[src/rtl/pid2i_pkg.sv]
// ----------------------------------------------------------------------------
// pid2i_pkg
// Shared types, constants and saturation helpers for the PID controller.
// ----------------------------------------------------------------------------
package pid2i_pkg;

    localparam int DATA_W = 32;   // Q16.16 samples, gains and parts
    localparam int TIME_W = 31;   // Ti and Td, unsigned Q15.16
    localparam int SUM_W  = 48;   // Q32.16 integral sum and wide terms
    localparam int IDX_W  = 2;
    localparam int ACC_W  = 64;   // product magnitude after the >>16

    typedef logic signed [DATA_W-1:0] t_data;
    typedef logic signed [SUM_W-1:0]  t_sum;
    typedef logic [TIME_W-1:0]        t_time;

    // configuration register indexes
    localparam logic [IDX_W-1:0] CFG_GAIN  = 2'd0;
    localparam logic [IDX_W-1:0] CFG_TI    = 2'd1;
    localparam logic [IDX_W-1:0] CFG_TD    = 2'd2;
    localparam logic [IDX_W-1:0] CFG_IMODE = 2'd3;

    // which product the shared multiplier is working on
    typedef enum logic [1:0] {
        MOP_P  = 2'd0,   // gain * e
        MOP_D1 = 2'd1,   // Td * (e - previous e)
        MOP_D2 = 2'd2,   // gain * dterm
        MOP_I  = 2'd3    // gain * integral term
    } t_mul_op;

    typedef struct packed {
        logic    load;
        logic    mul_lo;
        logic    mul_hi;
        logic    mul_acc;
        logic    mul_wr;
        t_mul_op op;
        logic    div_start;
        logic    sum_upd;
        logic    itemp_q;
        logic    out_load;
    } t_cmd;

    typedef struct packed {
        logic ti_zero;
        logic mode;
        logic div_busy;
    } t_stat;

    // magnitude of a 48-bit signed value; -2^47 maps to 2^47
    function automatic logic [SUM_W-1:0] f_mag48(input t_sum v);
        logic [SUM_W-1:0] u;
        u = v;
        return v[SUM_W-1] ? (~u + 1'b1) : u;
    endfunction

    // sign and magnitude to saturated 32-bit signed
    function automatic t_data f_sat32(input logic neg, input logic [ACC_W-1:0] m);
        logic [DATA_W-1:0] lo;
        lo = m[DATA_W-1:0];
        if (neg) begin
            if (m > ACC_W'(64'h0000_0000_8000_0000))
                return t_data'({1'b1, {(DATA_W-1){1'b0}}});
            return t_data'(~lo + 1'b1);
        end
        if (m > ACC_W'(64'h0000_0000_7FFF_FFFF))
            return t_data'({1'b0, {(DATA_W-1){1'b1}}});
        return t_data'(lo);
    endfunction

    // sign and magnitude to saturated 48-bit signed
    function automatic t_sum f_sat48(input logic neg, input logic [ACC_W-1:0] m);
        logic [SUM_W-1:0] lo;
        lo = m[SUM_W-1:0];
        if (neg) begin
            if (m > ACC_W'(64'h0000_8000_0000_0000))
                return t_sum'({1'b1, {(SUM_W-1){1'b0}}});
            return t_sum'(~lo + 1'b1);
        end
        if (m > ACC_W'(64'h0000_7FFF_FFFF_FFFF))
            return t_sum'({1'b0, {(SUM_W-1){1'b1}}});
        return t_sum'(lo);
    endfunction

endpackage

[src/rtl/pid_controller_two_integral_modes.sv]
// ----------------------------------------------------------------------------
// pid_controller_two_integral_modes
// Discrete Q16.16 PID controller with inner or outer integral division.
// ----------------------------------------------------------------------------
// Usage:
//   Input channel (i_in_valid / o_in_ready) carries one error sample per
//   request plus a flag that clears the integral sum and previous error first.
//   Output channel (o_out_valid / i_out_ready) returns drive and the P, I and
//   D parts, each saturated signed Q16.16, one result per request.
//   Configuration: i_cfg_we writes register i_cfg_idx (0 gain, 1 Ti, 2 Td,
//   3 integral mode); write only while no request is in flight.
//   Datapath: one shared 32x24 multiplier forms up to four products, each in
//   the steps low half, high half, accumulate and write; the integral term
//   adds a 48-step bit-serial divide by Ti. With Ti = 0 the divide and the
//   integral product are skipped.
//   One request is worked at a time. The result waits in an output register,
//   so the next request is accepted while the previous result is unread; a
//   stalled receiver only holds the block at its final step.
//   Reset (synchronous, active low) zeroes all configuration, the integral sum
//   and the previous error, and empties the output register.
// ----------------------------------------------------------------------------
module pid_controller_two_integral_modes
    import pid2i_pkg::*;
(
    input  logic              i_clk,
    input  logic              i_rst_n,
    // configuration write port
    input  logic              i_cfg_we,
    input  logic [IDX_W-1:0]  i_cfg_idx,
    input  logic [DATA_W-1:0] i_cfg_wdata,
    // request channel
    input  logic              i_in_valid,
    output logic              o_in_ready,
    input  t_data             i_error_sample,
    input  logic              i_clear_memory,
    // result channel
    output logic              o_out_valid,
    input  logic              i_out_ready,
    output t_data             o_drive,
    output t_data             o_p_part,
    output t_data             o_i_part,
    output t_data             o_d_part
);

    // command and status between sequencer and datapath
    t_cmd  cmd;
    t_stat stat;

    pid2i_ctrl u_ctrl (
        .i_clk       (i_clk),
        .i_rst_n     (i_rst_n),
        .i_in_valid  (i_in_valid),
        .o_in_ready  (o_in_ready),
        .o_out_valid (o_out_valid),
        .i_out_ready (i_out_ready),
        .i_stat      (stat),
        .o_cmd       (cmd)
    );

    // sample is latched on the accept edge, so the payload is only read then
    pid2i_dp u_dp (
        .i_clk          (i_clk),
        .i_rst_n        (i_rst_n),
        .i_cfg_we       (i_cfg_we),
        .i_cfg_idx      (i_cfg_idx),
        .i_cfg_wdata    (i_cfg_wdata),
        .i_error_sample (i_error_sample),
        .i_clear_memory (i_clear_memory),
        .i_cmd          (cmd),
        .o_stat         (stat),
        .o_drive        (o_drive),
        .o_p_part       (o_p_part),
        .o_i_part       (o_i_part),
        .o_d_part       (o_d_part)
    );

endmodule

[src/rtl/pid2i_div.sv]
// ----------------------------------------------------------------------------
// pid2i_div
// Bit-serial restoring divider: (|x| << 16) / Ti, one quotient bit a cycle,
// signed and saturated to 48 bits.
// ----------------------------------------------------------------------------
module pid2i_div
    import pid2i_pkg::*;
(
    input  logic  i_clk,
    input  logic  i_rst_n,
    input  logic  i_start,
    input  t_sum  i_dividend,
    input  t_time i_divisor,
    output logic  o_busy,
    output t_sum  o_quot
);

    localparam int CNT_W = $clog2(SUM_W);

    logic             r_busy;
    logic [CNT_W-1:0] r_cnt;
    logic [TIME_W-1:0] r_rem;
    logic [SUM_W-1:0] r_num;     // dividend bits in, quotient bits out
    logic             r_neg;
    logic             r_ovf;     // quotient needs more than 48 bits

    logic [SUM_W-1:0]  mag;
    logic [TIME_W:0]   trial;
    logic              ge;

    always_comb begin
        mag   = f_mag48(i_dividend);
        trial = {r_rem, r_num[SUM_W-1]};
        ge    = (trial >= {1'b0, i_divisor});
    end

    always_ff @(posedge i_clk) begin
        if (!i_rst_n) begin
            r_busy <= 1'b0;
            r_cnt  <= '0;
        end else if (i_start) begin
            r_busy <= 1'b1;
            r_cnt  <= '0;
        end else if (r_busy) begin
            if (r_cnt == CNT_W'(SUM_W - 1))
                r_busy <= 1'b0;
            else
                r_cnt <= r_cnt + 1'b1;
        end
    end

    always_ff @(posedge i_clk) begin
        if (i_start) begin
            // top 16 magnitude bits seed the remainder; the rest plus 16 zeros shift in
            r_rem <= TIME_W'(mag[SUM_W-1:DATA_W]);
            r_num <= {mag[DATA_W-1:0], {(SUM_W-DATA_W){1'b0}}};
            r_neg <= i_dividend[SUM_W-1];
            r_ovf <= (TIME_W'(mag[SUM_W-1:DATA_W]) >= i_divisor);
        end else if (r_busy) begin
            r_rem <= ge ? TIME_W'(trial - {1'b0, i_divisor}) : trial[TIME_W-1:0];
            r_num <= {r_num[SUM_W-2:0], ge};
        end
    end

    assign o_busy = r_busy;
    assign o_quot = f_sat48(r_neg, r_ovf ? {ACC_W{1'b1}} : ACC_W'(r_num));

endmodule

[src/rtl/pid2i_dp.sv]
// ----------------------------------------------------------------------------
// pid2i_dp
// Datapath: configuration registers, controller state (sum, previous error),
// shared 32x24 multiplier, divider and result registers.
// ----------------------------------------------------------------------------
module pid2i_dp
    import pid2i_pkg::*;
(
    input  logic             i_clk,
    input  logic             i_rst_n,
    input  logic             i_cfg_we,
    input  logic [IDX_W-1:0] i_cfg_idx,
    input  logic [DATA_W-1:0] i_cfg_wdata,
    input  t_data            i_error_sample,
    input  logic             i_clear_memory,
    input  t_cmd             i_cmd,
    output t_stat            o_stat,
    output t_data            o_drive,
    output t_data            o_p_part,
    output t_data            o_i_part,
    output t_data            o_d_part
);

    localparam int HALF_W = SUM_W / 2;           // 24-bit slices of the b operand
    localparam int PROD_W = DATA_W + HALF_W;

    // configuration
    t_data r_gain;
    t_time r_ti;
    t_time r_td;
    logic  r_mode;

    // architectural state
    t_sum  r_sum;
    t_data r_prev;

    // per-request working registers
    t_data             r_e;
    t_data             r_p;
    t_data             r_ip;
    t_data             r_dp;
    t_sum              r_dterm;
    t_sum              r_itemp;
    logic [PROD_W-1:0] r_prod;
    logic [ACC_W-1:0]  r_acc;
    logic              r_mneg;

    // result registers
    t_data r_o_drive;
    t_data r_o_p;
    t_data r_o_ip;
    t_data r_o_dp;

    t_sum              e48;
    t_sum              diff48;
    t_sum              mul_b;
    logic              a_neg;
    logic [DATA_W-1:0] a_mag;
    logic [SUM_W-1:0]  b_mag;
    logic [HALF_W-1:0] b_part;
    t_sum              quot;
    t_sum              div_x;
    t_sum              sum_next;
    logic signed [SUM_W:0]    sum_wide;
    logic signed [DATA_W+1:0] drive_wide;
    t_data             drive;
    logic              div_busy;

    function automatic t_sum f_clip48(input logic signed [SUM_W:0] s);
        if (s[SUM_W] != s[SUM_W-1])
            return s[SUM_W] ? t_sum'({1'b1, {(SUM_W-1){1'b0}}})
                            : t_sum'({1'b0, {(SUM_W-1){1'b1}}});
        return t_sum'(s[SUM_W-1:0]);
    endfunction

    always_comb begin
        e48    = t_sum'(r_e);
        diff48 = t_sum'(e48 - t_sum'(r_prev));    // fits in 33 bits
        div_x  = r_mode ? r_sum : e48;

        case (i_cmd.op)
            MOP_P:   mul_b = e48;
            MOP_D1:  mul_b = diff48;
            MOP_D2:  mul_b = r_dterm;
            MOP_I:   mul_b = r_itemp;
            default: mul_b = e48;
        endcase

        if (i_cmd.op == MOP_D1) begin
            a_neg = 1'b0;
            a_mag = DATA_W'(r_td);
        end else begin
            a_neg = r_gain[DATA_W-1];
            a_mag = r_gain[DATA_W-1] ? (~r_gain + 1'b1) : r_gain;
        end
        b_mag  = f_mag48(mul_b);
        b_part = i_cmd.mul_hi ? b_mag[SUM_W-1:HALF_W] : b_mag[HALF_W-1:0];

        // inner mode adds the quotient, outer mode adds e
        sum_wide = r_mode ? ((SUM_W+1)'(r_sum) + (SUM_W+1)'(e48))
                          : ((SUM_W+1)'(r_sum) + (SUM_W+1)'(quot));
        sum_next = f_clip48(sum_wide);

        drive_wide = (DATA_W+2)'(r_p) + (DATA_W+2)'(r_ip) + (DATA_W+2)'(r_dp);
        if (drive_wide[DATA_W+1:DATA_W-1] == 3'b000 || drive_wide[DATA_W+1:DATA_W-1] == 3'b111)
            drive = t_data'(drive_wide[DATA_W-1:0]);
        else
            drive = drive_wide[DATA_W+1] ? t_data'({1'b1, {(DATA_W-1){1'b0}}})
                                         : t_data'({1'b0, {(DATA_W-1){1'b1}}});
    end

    pid2i_div u_div (
        .i_clk      (i_clk),
        .i_rst_n    (i_rst_n),
        .i_start    (i_cmd.div_start),
        .i_dividend (div_x),
        .i_divisor  (r_ti),
        .o_busy     (div_busy),
        .o_quot     (quot)
    );

    // configuration and architectural state
    always_ff @(posedge i_clk) begin
        if (!i_rst_n) begin
            r_gain <= '0;
            r_ti   <= '0;
            r_td   <= '0;
            r_mode <= 1'b0;
            r_sum  <= '0;
            r_prev <= '0;
        end else begin
            if (i_cmd.load && i_clear_memory) begin
                r_sum  <= '0;
                r_prev <= '0;
            end
            if (i_cmd.sum_upd)
                r_sum <= sum_next;
            if (i_cmd.out_load)
                r_prev <= r_e;
            if (i_cfg_we) begin
                case (i_cfg_idx)
                    CFG_GAIN:  r_gain <= t_data'(i_cfg_wdata);
                    CFG_TI:    r_ti   <= i_cfg_wdata[TIME_W-1:0];
                    CFG_TD:    r_td   <= i_cfg_wdata[TIME_W-1:0];
                    CFG_IMODE: begin
                        // a mode change restarts the integral
                        if (i_cfg_wdata[0] != r_mode)
                            r_sum <= '0;
                        r_mode <= i_cfg_wdata[0];
                    end
                    default: ;
                endcase
            end
        end
    end

    // working registers
    always_ff @(posedge i_clk) begin
        if (i_cmd.load) begin
            r_e  <= i_error_sample;
            r_ip <= '0;
        end
        if (i_cmd.mul_lo) begin
            r_prod <= PROD_W'(a_mag) * PROD_W'(b_part);
            r_mneg <= a_neg ^ mul_b[SUM_W-1];
        end
        if (i_cmd.mul_hi) begin
            r_prod <= PROD_W'(a_mag) * PROD_W'(b_part);
            r_acc  <= ACC_W'(r_prod[PROD_W-1:16]);
        end
        if (i_cmd.mul_acc)
            r_acc <= r_acc + ACC_W'({r_prod, 8'b0});
        if (i_cmd.mul_wr) begin
            case (i_cmd.op)
                MOP_P:   r_p     <= f_sat32(r_mneg, r_acc);
                MOP_D1:  r_dterm <= f_sat48(r_mneg, r_acc);
                MOP_D2:  r_dp    <= f_sat32(r_mneg, r_acc);
                MOP_I:   r_ip    <= f_sat32(r_mneg, r_acc);
                default: r_p     <= f_sat32(r_mneg, r_acc);
            endcase
        end
        if (i_cmd.sum_upd && !r_mode)
            r_itemp <= sum_next;
        if (i_cmd.itemp_q)
            r_itemp <= quot;
        if (i_cmd.out_load) begin
            r_o_drive <= drive;
            r_o_p     <= r_p;
            r_o_ip    <= r_ip;
            r_o_dp    <= r_dp;
        end
    end

    assign o_stat.ti_zero  = (r_ti == '0);
    assign o_stat.mode     = r_mode;
    assign o_stat.div_busy = div_busy;

    assign o_drive  = r_o_drive;
    assign o_p_part = r_o_p;
    assign o_i_part = r_o_ip;
    assign o_d_part = r_o_dp;

    a_ip_zero_when_disabled: assert property (@(posedge i_clk) disable iff (!i_rst_n)
        (i_cmd.out_load && r_ti == '0) |-> (r_ip == '0))
        else $error("integral part nonzero with integral disabled");

endmodule

[src/rtl/pid2i_ctrl.sv]
// ----------------------------------------------------------------------------
// pid2i_ctrl
// Sequencer: orders the four products, the divide and the sum update, and
// owns both handshakes.
// ----------------------------------------------------------------------------
module pid2i_ctrl
    import pid2i_pkg::*;
(
    input  logic  i_clk,
    input  logic  i_rst_n,
    input  logic  i_in_valid,
    output logic  o_in_ready,
    output logic  o_out_valid,
    input  logic  i_out_ready,
    input  t_stat i_stat,
    output t_cmd  o_cmd
);

    typedef enum logic [9:0] {
        S_IDLE   = 10'b00_0000_0001,
        S_MLO    = 10'b00_0000_0010,
        S_MHI    = 10'b00_0000_0100,
        S_MACC   = 10'b00_0000_1000,
        S_MWR    = 10'b00_0001_0000,
        S_DSTART = 10'b00_0010_0000,
        S_DWAIT  = 10'b00_0100_0000,
        S_SUM    = 10'b00_1000_0000,
        S_ITEMP  = 10'b01_0000_0000,
        S_FIN    = 10'b10_0000_0000
    } t_state;

    t_state  r_state, n_state;
    t_mul_op r_op, n_op;
    logic    r_ovalid, n_ovalid;

    always_comb begin
        n_state  = r_state;
        n_op     = r_op;
        n_ovalid = r_ovalid;
        o_cmd    = '0;
        o_cmd.op = r_op;

        if (r_ovalid && i_out_ready)
            n_ovalid = 1'b0;

        case (r_state)
            S_IDLE: begin
                if (i_in_valid) begin
                    o_cmd.load = 1'b1;
                    n_op       = MOP_P;
                    n_state    = S_MLO;
                end
            end
            S_MLO: begin
                o_cmd.mul_lo = 1'b1;
                n_state      = S_MHI;
            end
            S_MHI: begin
                o_cmd.mul_hi = 1'b1;
                n_state      = S_MACC;
            end
            S_MACC: begin
                o_cmd.mul_acc = 1'b1;
                n_state       = S_MWR;
            end
            S_MWR: begin
                o_cmd.mul_wr = 1'b1;
                case (r_op)
                    MOP_P: begin
                        n_op    = MOP_D1;
                        n_state = S_MLO;
                    end
                    MOP_D1: begin
                        n_op    = MOP_D2;
                        n_state = S_MLO;
                    end
                    MOP_D2: begin
                        if (i_stat.ti_zero)
                            n_state = S_FIN;
                        else if (!i_stat.mode)
                            n_state = S_DSTART;
                        else
                            n_state = S_SUM;
                    end
                    default: n_state = S_FIN;
                endcase
            end
            S_DSTART: begin
                o_cmd.div_start = 1'b1;
                n_state         = S_DWAIT;
            end
            S_DWAIT: begin
                if (!i_stat.div_busy)
                    n_state = i_stat.mode ? S_ITEMP : S_SUM;
            end
            S_SUM: begin
                o_cmd.sum_upd = 1'b1;
                if (i_stat.mode) begin
                    n_state = S_DSTART;
                end else begin
                    n_op    = MOP_I;
                    n_state = S_MLO;
                end
            end
            S_ITEMP: begin
                o_cmd.itemp_q = 1'b1;
                n_op          = MOP_I;
                n_state       = S_MLO;
            end
            S_FIN: begin
                if (!r_ovalid || i_out_ready) begin
                    o_cmd.out_load = 1'b1;
                    n_ovalid       = 1'b1;
                    n_state        = S_IDLE;
                end
            end
            default: n_state = S_IDLE;
        endcase
    end

    always_ff @(posedge i_clk) begin
        if (!i_rst_n) begin
            r_state  <= S_IDLE;
            r_op     <= MOP_P;
            r_ovalid <= 1'b0;
        end else begin
            r_state  <= n_state;
            r_op     <= n_op;
            r_ovalid <= n_ovalid;
        end
    end

    assign o_in_ready  = (r_state == S_IDLE);
    assign o_out_valid = r_ovalid;

    a_no_overwrite: assert property (@(posedge i_clk) disable iff (!i_rst_n)
        o_cmd.out_load |-> (!r_ovalid || i_out_ready))
        else $error("result register overwritten before it was taken");

    a_div_idle_at_start: assert property (@(posedge i_clk) disable iff (!i_rst_n)
        o_cmd.div_start |-> !i_stat.div_busy)
        else $error("divider started while busy");

    a_valid_from_fin: assert property (@(posedge i_clk) disable iff (!i_rst_n)
        $rose(r_ovalid) |-> $past(r_state == S_FIN))
        else $error("result valid raised outside the finish step");

endmodule
[config.mk]
export PLATFORM = sky130hd
export DESIGN_NAME = pid_controller_two_integral_modes
export DESIGN_NICKNAME = d
export VERILOG_FILES = /design/src/rtl/pid2i_pkg.sv /design/src/rtl/pid_controller_two_integral_modes.sv /design/src/rtl/pid2i_div.sv /design/src/rtl/pid2i_dp.sv /design/src/rtl/pid2i_ctrl.sv
export SDC_FILE = /design/constraint.sdc
export NUM_CORES = 2
export LEC_CHECK = 0
export BUFFER_PORTS_ARGS = -buffer_cell sky130_fd_sc_hd__buf_2
export CORE_UTILIZATION = 44
export DETAILED_ROUTE_END_ITERATION = 16
export SYNTH_ARGS = -nofsm -noshare
export SYNTH_HDL_FRONTEND = slang
export SYNTH_SLANG_ARGS = --single-unit
[constraint.sdc]
create_clock -name i_clk -period 29.3 [get_ports i_clk]
set_input_delay 0 -clock i_clk [delete_from_list [all_inputs] [get_ports i_clk]]
set_output_delay 0 -clock i_clk [all_outputs]
set_load 0.005 [all_outputs]
==> Word level (Yosys, flattened, before mapping) <==
Index checks and enable logic that the tools add are counted.
{ "op_classes": {"bitwise_logic": 9, "order_cmp": 8, "n_reduce_logical": 29, "n_mux": 135, "n_mul": 1, "add_sub_neg": 14, "n_eq_ne": 25} }
{ "op_table": {"columns": ["op", "n"], "rows": [
  ["$mux W48", 27],
  ["$mux W32", 25],
  ["$add A48 B1 Y48 const B", 4],
  ["$mux W64", 3],
  ["$not A48 Y48", 4],
  ["$pmux W48 S4", 1],
  ["$gt A64 B47 Y1 const B", 2],
  ["$gt A64 B48 Y1 const B", 2],
  ["$mux W56", 2],
  ["$pmux W10 S10", 1],
  ["$add A32 B1 Y32 const B", 2],
  ["$add A64 B64 Y64", 1],
  ["$gt A64 B31 Y1 const B", 1],
  ["$gt A64 B32 Y1 const B", 1],
  ["$not A32 Y32", 2],
  ["$mux W1", 59],
  ["$mul A32 B24 Y56", 1],
  ["$add A48 B32 Y49", 1],
  ["$add A48 B48 Y49", 1],
  ["$mux W49", 1],
  ["$mux W10", 4],
  ["$add A33 B32 Y34", 1],
  ["$add A32 B32 Y33", 1],
  ["$sub A32 B32 Y33", 1],
  ["46 further kinds", 73]
]} }
{ "totals": {"input_bits": 72, "wordCells": 251, "ff_bits": 749, "out_inout_bits": 130} }

==> Longest topological paths before layout <==
{ "depth": {"ltp_word": 18, "ltp_mapped": 50, "depth_no_buf": 45} }

==> Modules after synthesis <==
Synthesis repeated with hierarchy kept, for this count alone.
{ "hier_totals": {"cells_unflattened": 8113, "area_unflattened_um2": 72497.0} }
{ "modules_own_cells": {"columns": ["mod", "area_each_um2", "instances", "cells_per_inst", "seq_area_each_um2"], "rows": [
  ["pid2i_dp", 63123.0, 1, 6879, 17386.7],
  ["pid2i_div", 8539.4, 1, 1131, 2262.2],
  ["pid2i_ctrl", 834.6, 1, 103, 260.2]
]} }

==> Least setup slack after synthesis <==
OpenSTA, ideal clock, no wires.
{ "synth_path": {"path_type": "flip-flop to flip-flop", "from": "register u_dp.r_e[0]", "to": "register u_dp.r_prod[54], data pin", "period_less_slack_ns": 11.448, "n_path_buf": 2, "path_slack_ns": 17.852, "arrival_ns": 11.191, "required_time_ns": 29.042, "stages_incl_launch_ff": 44, "setup_ns": 0.258, "path_cell_list": "edfxtp_1 -> inv_1 -> ha_1 -> inv_1 -> fa_1 -> xor2_1 -> mux4_2 -> or3_1 -> nor3_1 -> o211ai_1 -> nor2_1 -> nand4_1 -> nor3_2 -> nand4b_1 -> or2_0 -> buf_2 -> nor4_2 -> mux2i_1 -> [... 8 more ...] -> fa_1 -> inv_1 -> fa_1 -> inv_1 -> ha_1 -> a21o_1 -> a211o_1 -> nor2_1 -> inv_1 -> o211ai_1 -> o211ai_1 -> nand4_1 -> a21boi_0 -> or2_2 -> a221oi_1 -> o21bai_1 -> a21oi_1 -> xnor2_1"} }
{ "synth_between": {"elab_chain_cells": 9} }
{ "synth_rtl": {"columns": ["element", "line_no", "text"], "rows": [
  ["from (decl)", "pid2i_dp.sv:38", "t_data r_e;"],
  ["from (signal assigned)", "pid2i_dp.sv:160", "r_e <= i_error_sample;"],
  ["$sub A32 B32 Y33", "pid2i_dp.sv:78", "diff48 = t_sum'(e48 - t_sum'(r_prev));"],
  ["$pmux W48 S4 *", "pid2i_dp.sv:81", "case (i_cmd.op)"],
  ["$not A48 Y48", "pid2i_pkg.sv:54", "return v[SUM_W-1] ? (~u + 1'b1) : u;"],
  ["$add A48 B1 Y48", "pid2i_pkg.sv:54", null],
  ["$mux W48 *", "pid2i_pkg.sv:54", null],
  ["$mux W24 *", "pid2i_dp.sv:97", "b_part = i_cmd.mul_hi ? b_mag[SUM_W-1:HALF_W] : b_mag[HALF_W-1:0];"],
  ["$mul A32 B24 Y56 *", "pid2i_dp.sv:164, pid2i_dp.sv:168", null],
  ["$mux W56", "pid2i_dp.sv:163", "if (i_cmd.mul_lo) begin"],
  ["$mux W56 *", "pid2i_dp.sv:167", "if (i_cmd.mul_hi) begin"],
  ["to (signal assigned)", "pid2i_dp.sv:164", "r_prod <= PROD_W'(a_mag) * PROD_W'(b_part);"],
  ["to (signal assigned)", "pid2i_dp.sv:168", "r_prod <= PROD_W'(a_mag) * PROD_W'(b_part);"],
  ["to (decl)", "pid2i_dp.sv:44", "logic [PROD_W-1:0] r_prod;"]
]} }
Every way passes the cells marked *; elsewhere a longest branch is shown, timed or not. The select of a mux whose other input is x is not followed.
A chain may end at the register's enable or synchronous reset.

==> Worst setup path after layout <==
{ "layout_path": {"from": "register u_dp.r_e[7]", "to": "register u_dp.r_prod[54], data pin"} }
The elaborated chain is that of the path after synthesis.

==> reports/metrics.cfg <==
[run_status]
outcome=completed

[timing]
fmax_mhz=74.0
rsz0062_at_grt=no
fin_tns_setup_ns=0
min_period_over_period_pct=46.1
setup_slack_ns=15.79
fin_skew_ns=0.0276
maxSlewViolCount=0
period_needed_ns=13.51
worst_pin_slew_ns=1.35
setup-violations-final=0
slew_headroom_pct=8.98
finalHoldViolations=0

[grt]
grt_max_degree=98
overflow=0
grt_pass1_wl_mm=368
grt_usage_pct=29.7
antenna_found_initial=7
grt_pass1_vias=59100

[setup_path]
crit_buf_inv=5
worstPathRequired_ns=29.75
r2r-start=u_dp.r_e[7]$_DFFE_PP_
r2r_end=u_dp.r_prod[54]$_DFFE_PP_
cp.arrival_ns=13.96
slowest_delay_ns=0.81
critical_path_class=flop to flop
path_common_cell=fa_1
critPathMaxFanout=15
cp-end-kind=flop
rrSetupSlack_ns=15.79
startpoint_type=flop
ff2ff_path_depth=40
path_delay_family=adder cells
cp_slowest_cell=a32o_1

[pwr]
p_leak_uw=0.0337
p_int_uw=3070
netSwitchingFraction_pct=48.6
p_per_area_nw_per_um2=76.1
p_switching_uw=2900
p_comb_share_pct=60.0
clock_power_share_pct=18.4
ir_worst_vdd_mv=0.0829
seq_power_share_pct=21.6

[yosys]
yosysUniqueCellTypes=103
synthTopCellsByCount=1059 x nand2_1, 923 x inv_1, 698 x nor2_1
synth_seq_area_share_pct=28.0
synth.most_common_cell=nand2_1
yosys_warnings=0
synthTopCellsByArea=edfxtp_1 21%, fa_1 20%, dfxtp_1 7.3%, ha_1 7.1%, nand2_1 5.6%
synth_seq_cells=749
syn_nets=9132
synth-edff-count=491
synth.avg_cell_area_um2=8.94
synthArstFlopShare_pct=0
netlist_area_um2=71100
yosysTopAreaCell=edfxtp_1
synthCells=7962
synth_flop_cell=edfxtp_1
synth.top_cell.area_share_pct=20.7

[floorplan]
rows=147
coreArea_um2=161000
start_util_pct=44.3
die_y_um=404
fp.dieArea_um2=163000
dieWidth_um=404
io_pins=202

[drt]
via_per_inst=5.80
num_vias=60000
postRouteAntennaNets=0
drcViolationCount=0
wl_per_cell_um=23.6
drt_iter0_drc=5669
wl_mm=243
drt_pass1_iterations=9

[clocking]
clk_path_buf_depth=3
clk_pin_slew_ns=0.06
cts_buffers=87
htree_levels=3
cts_resized=0
cts_tree=built
cts_root_buffer=clkbuf_16
clk_latency_ns=0.70
numClockSinks=749

[final_layout]
ff_latch_area_um2=19900
nets=9269
area_growth_pct=10.4
layout-drive-gt1-share_pct=7.79
diodes=0
stdcell_count=10300
multi_input_area_um2=46600
n_fill_cell=15200

[min_path]
hold-path-endpoint=u_dp.r_e[7]$_DFFE_PP_
min_path_type=primary input to flop
hp-start=i_error_sample[7]
min_path_cells=2

[job]
drv_cap=0

[placement]
dp_hpwl_mm=184
io_buffer_count=201
place_inst=10100
gp_congestion=0.953
place_ws_ns=16.09

-- how the worst max path moves through the flow --
stage	from	endpoint	slack (ns)	depth (start not counted)
floorplan	u_dp.r_e[0]$_DFFE_PP_	u_dp.r_prod[54]$_DFFE_PP_	17.85	43
global placement	u_dp.r_e[7]$_DFFE_PP_	u_dp.r_prod[54]$_DFFE_PP_	16.22	40
detailed placement	u_dp.r_e[0]$_DFFE_PP_	u_dp.r_prod[54]$_DFFE_PP_	16.09	43
CTS	u_dp.r_e[7]$_DFFE_PP_	u_dp.r_prod[54]$_DFFE_PP_	16.05	40
global route	u_ctrl.r_op[0]$_SDFFE_PN0P_	u_dp.r_prod[54]$_DFFE_PP_	15.14	40
finish	u_dp.r_e[7]$_DFFE_PP_	u_dp.r_prod[54]$_DFFE_PP_	15.79	40
-- per-layer routing --
layer | vias up | wire length, um | global-route usage, %
li1 | 27300 | - | -
met1 | 29700 | 104000 | 40.6
met2 | 2422 | 111000 | 47.7
met3 | 507 | 17100 | 3.74
met4 | 10 | 10800 | 12.0
met5 | - | 69 | 0
-- area by class of cell --
cell class / instances / area share [%]
Tap cell: 2160 / 3.44
Clock buffer: 115 / 3.05
Inverter: 924 / 4.42
Sequential cell: 749 / 25.4
Multi-Input combinational cell: 5906 / 59.3
Timing Repair Buffer: 431 / 3.83
Clock inverter: 48 / 0.588
-- repair_timing --
action,in CTS,in global routing
hold endpoints to repair,173,0
setup buffers,0,0
hold buffers,107,0
-- through the flow --
stage	hold WS, ns	total power (uW)	util [%]	cell area [um^2]
finish	0.0515	5970	48.9	78500
global route	0.0239	6400	48.9	78500
CTS	0.00271	5960	48.9	78500
detailed placement	0.178	4830	46.4	74600
global placement	0.179	4780	46.4	74600
floorplan	0.0989	3630	-	71100
-- flip-flops by register name, summed over array words and instances, names as in the netlist, 2 cells and up --
signal	count
u_dp.r_e	32
u_dp.u_div.r_rem	31
u_dp.o_drive	32
u_dp.r_acc	64
u_dp.o_i_part	32
u_dp.u_div.r_cnt	6
u_dp.r_prod	56
u_dp.o_d_part	32
u_dp.r_gain	32
u_dp.u_div.r_num	48
u_dp.r_itemp	48
u_dp.r_sum	48
u_dp.r_p	32
u_ctrl.r_op	2
u_dp.r_dterm	48
u_dp.r_td	31
u_dp.r_prev	32
u_ctrl.r_state	10
u_dp.o_p_part	32
u_dp.r_ip	32
u_dp.r_dp	32
u_dp.r_ti	31
-- cells in the final DEF, fill, tap and decap left out, drive strengths merged, types with 107 or more instances in the layout --
master,Yosys,layout
buf,67,323
fa,695,695
a21oi,426,426
o21ai,488,488
xnor2,164,164
clkbuf,316,115
nor3,126,126
ha,403,403
nand3,137,137
nor2,699,699
dlygate4sd3,0,107
dfxtp,258,258
a21o,196,196
xor2,155,155
a21boi,107,107
nand2,1059,1059
inv,923,929
edfxtp,491,491
-- power by group through the flow --
stage                     clock [uW]  combinational [uW]  sequential, uW
final                           1100                3580            1290
after global routing            1160                3940            1290
after CTS                       1120                3550            1290
after detailed placement           0                3520            1310
after global placement             0                3470            1310
after floorplan                    0                2350            1280
-- kinds of logic after synthesis --
family / share of synthesized area (%)
compound gates: 16.0
xor+xnor: 3.93
fa+ha+maj: 26.7
buf+inv: 6.97
flops: 28.0
mux: 1.93
simple gates: 16.5
-- worst register-to-register path, delay by kind of cell (launching register included) --
family	cells	cell delay [ns]
adders and majority gates	9	4.63
and+or+nand+nor	11	3.67
AOI/OAI and AO/OA	12	3.11
DFF	1	0.59
buffers and inverters	5	0.54
muxes	1	0.52
xor gates and xnor gates	2	0.22
No activity file was read; power rests on OpenSTA's default activity.
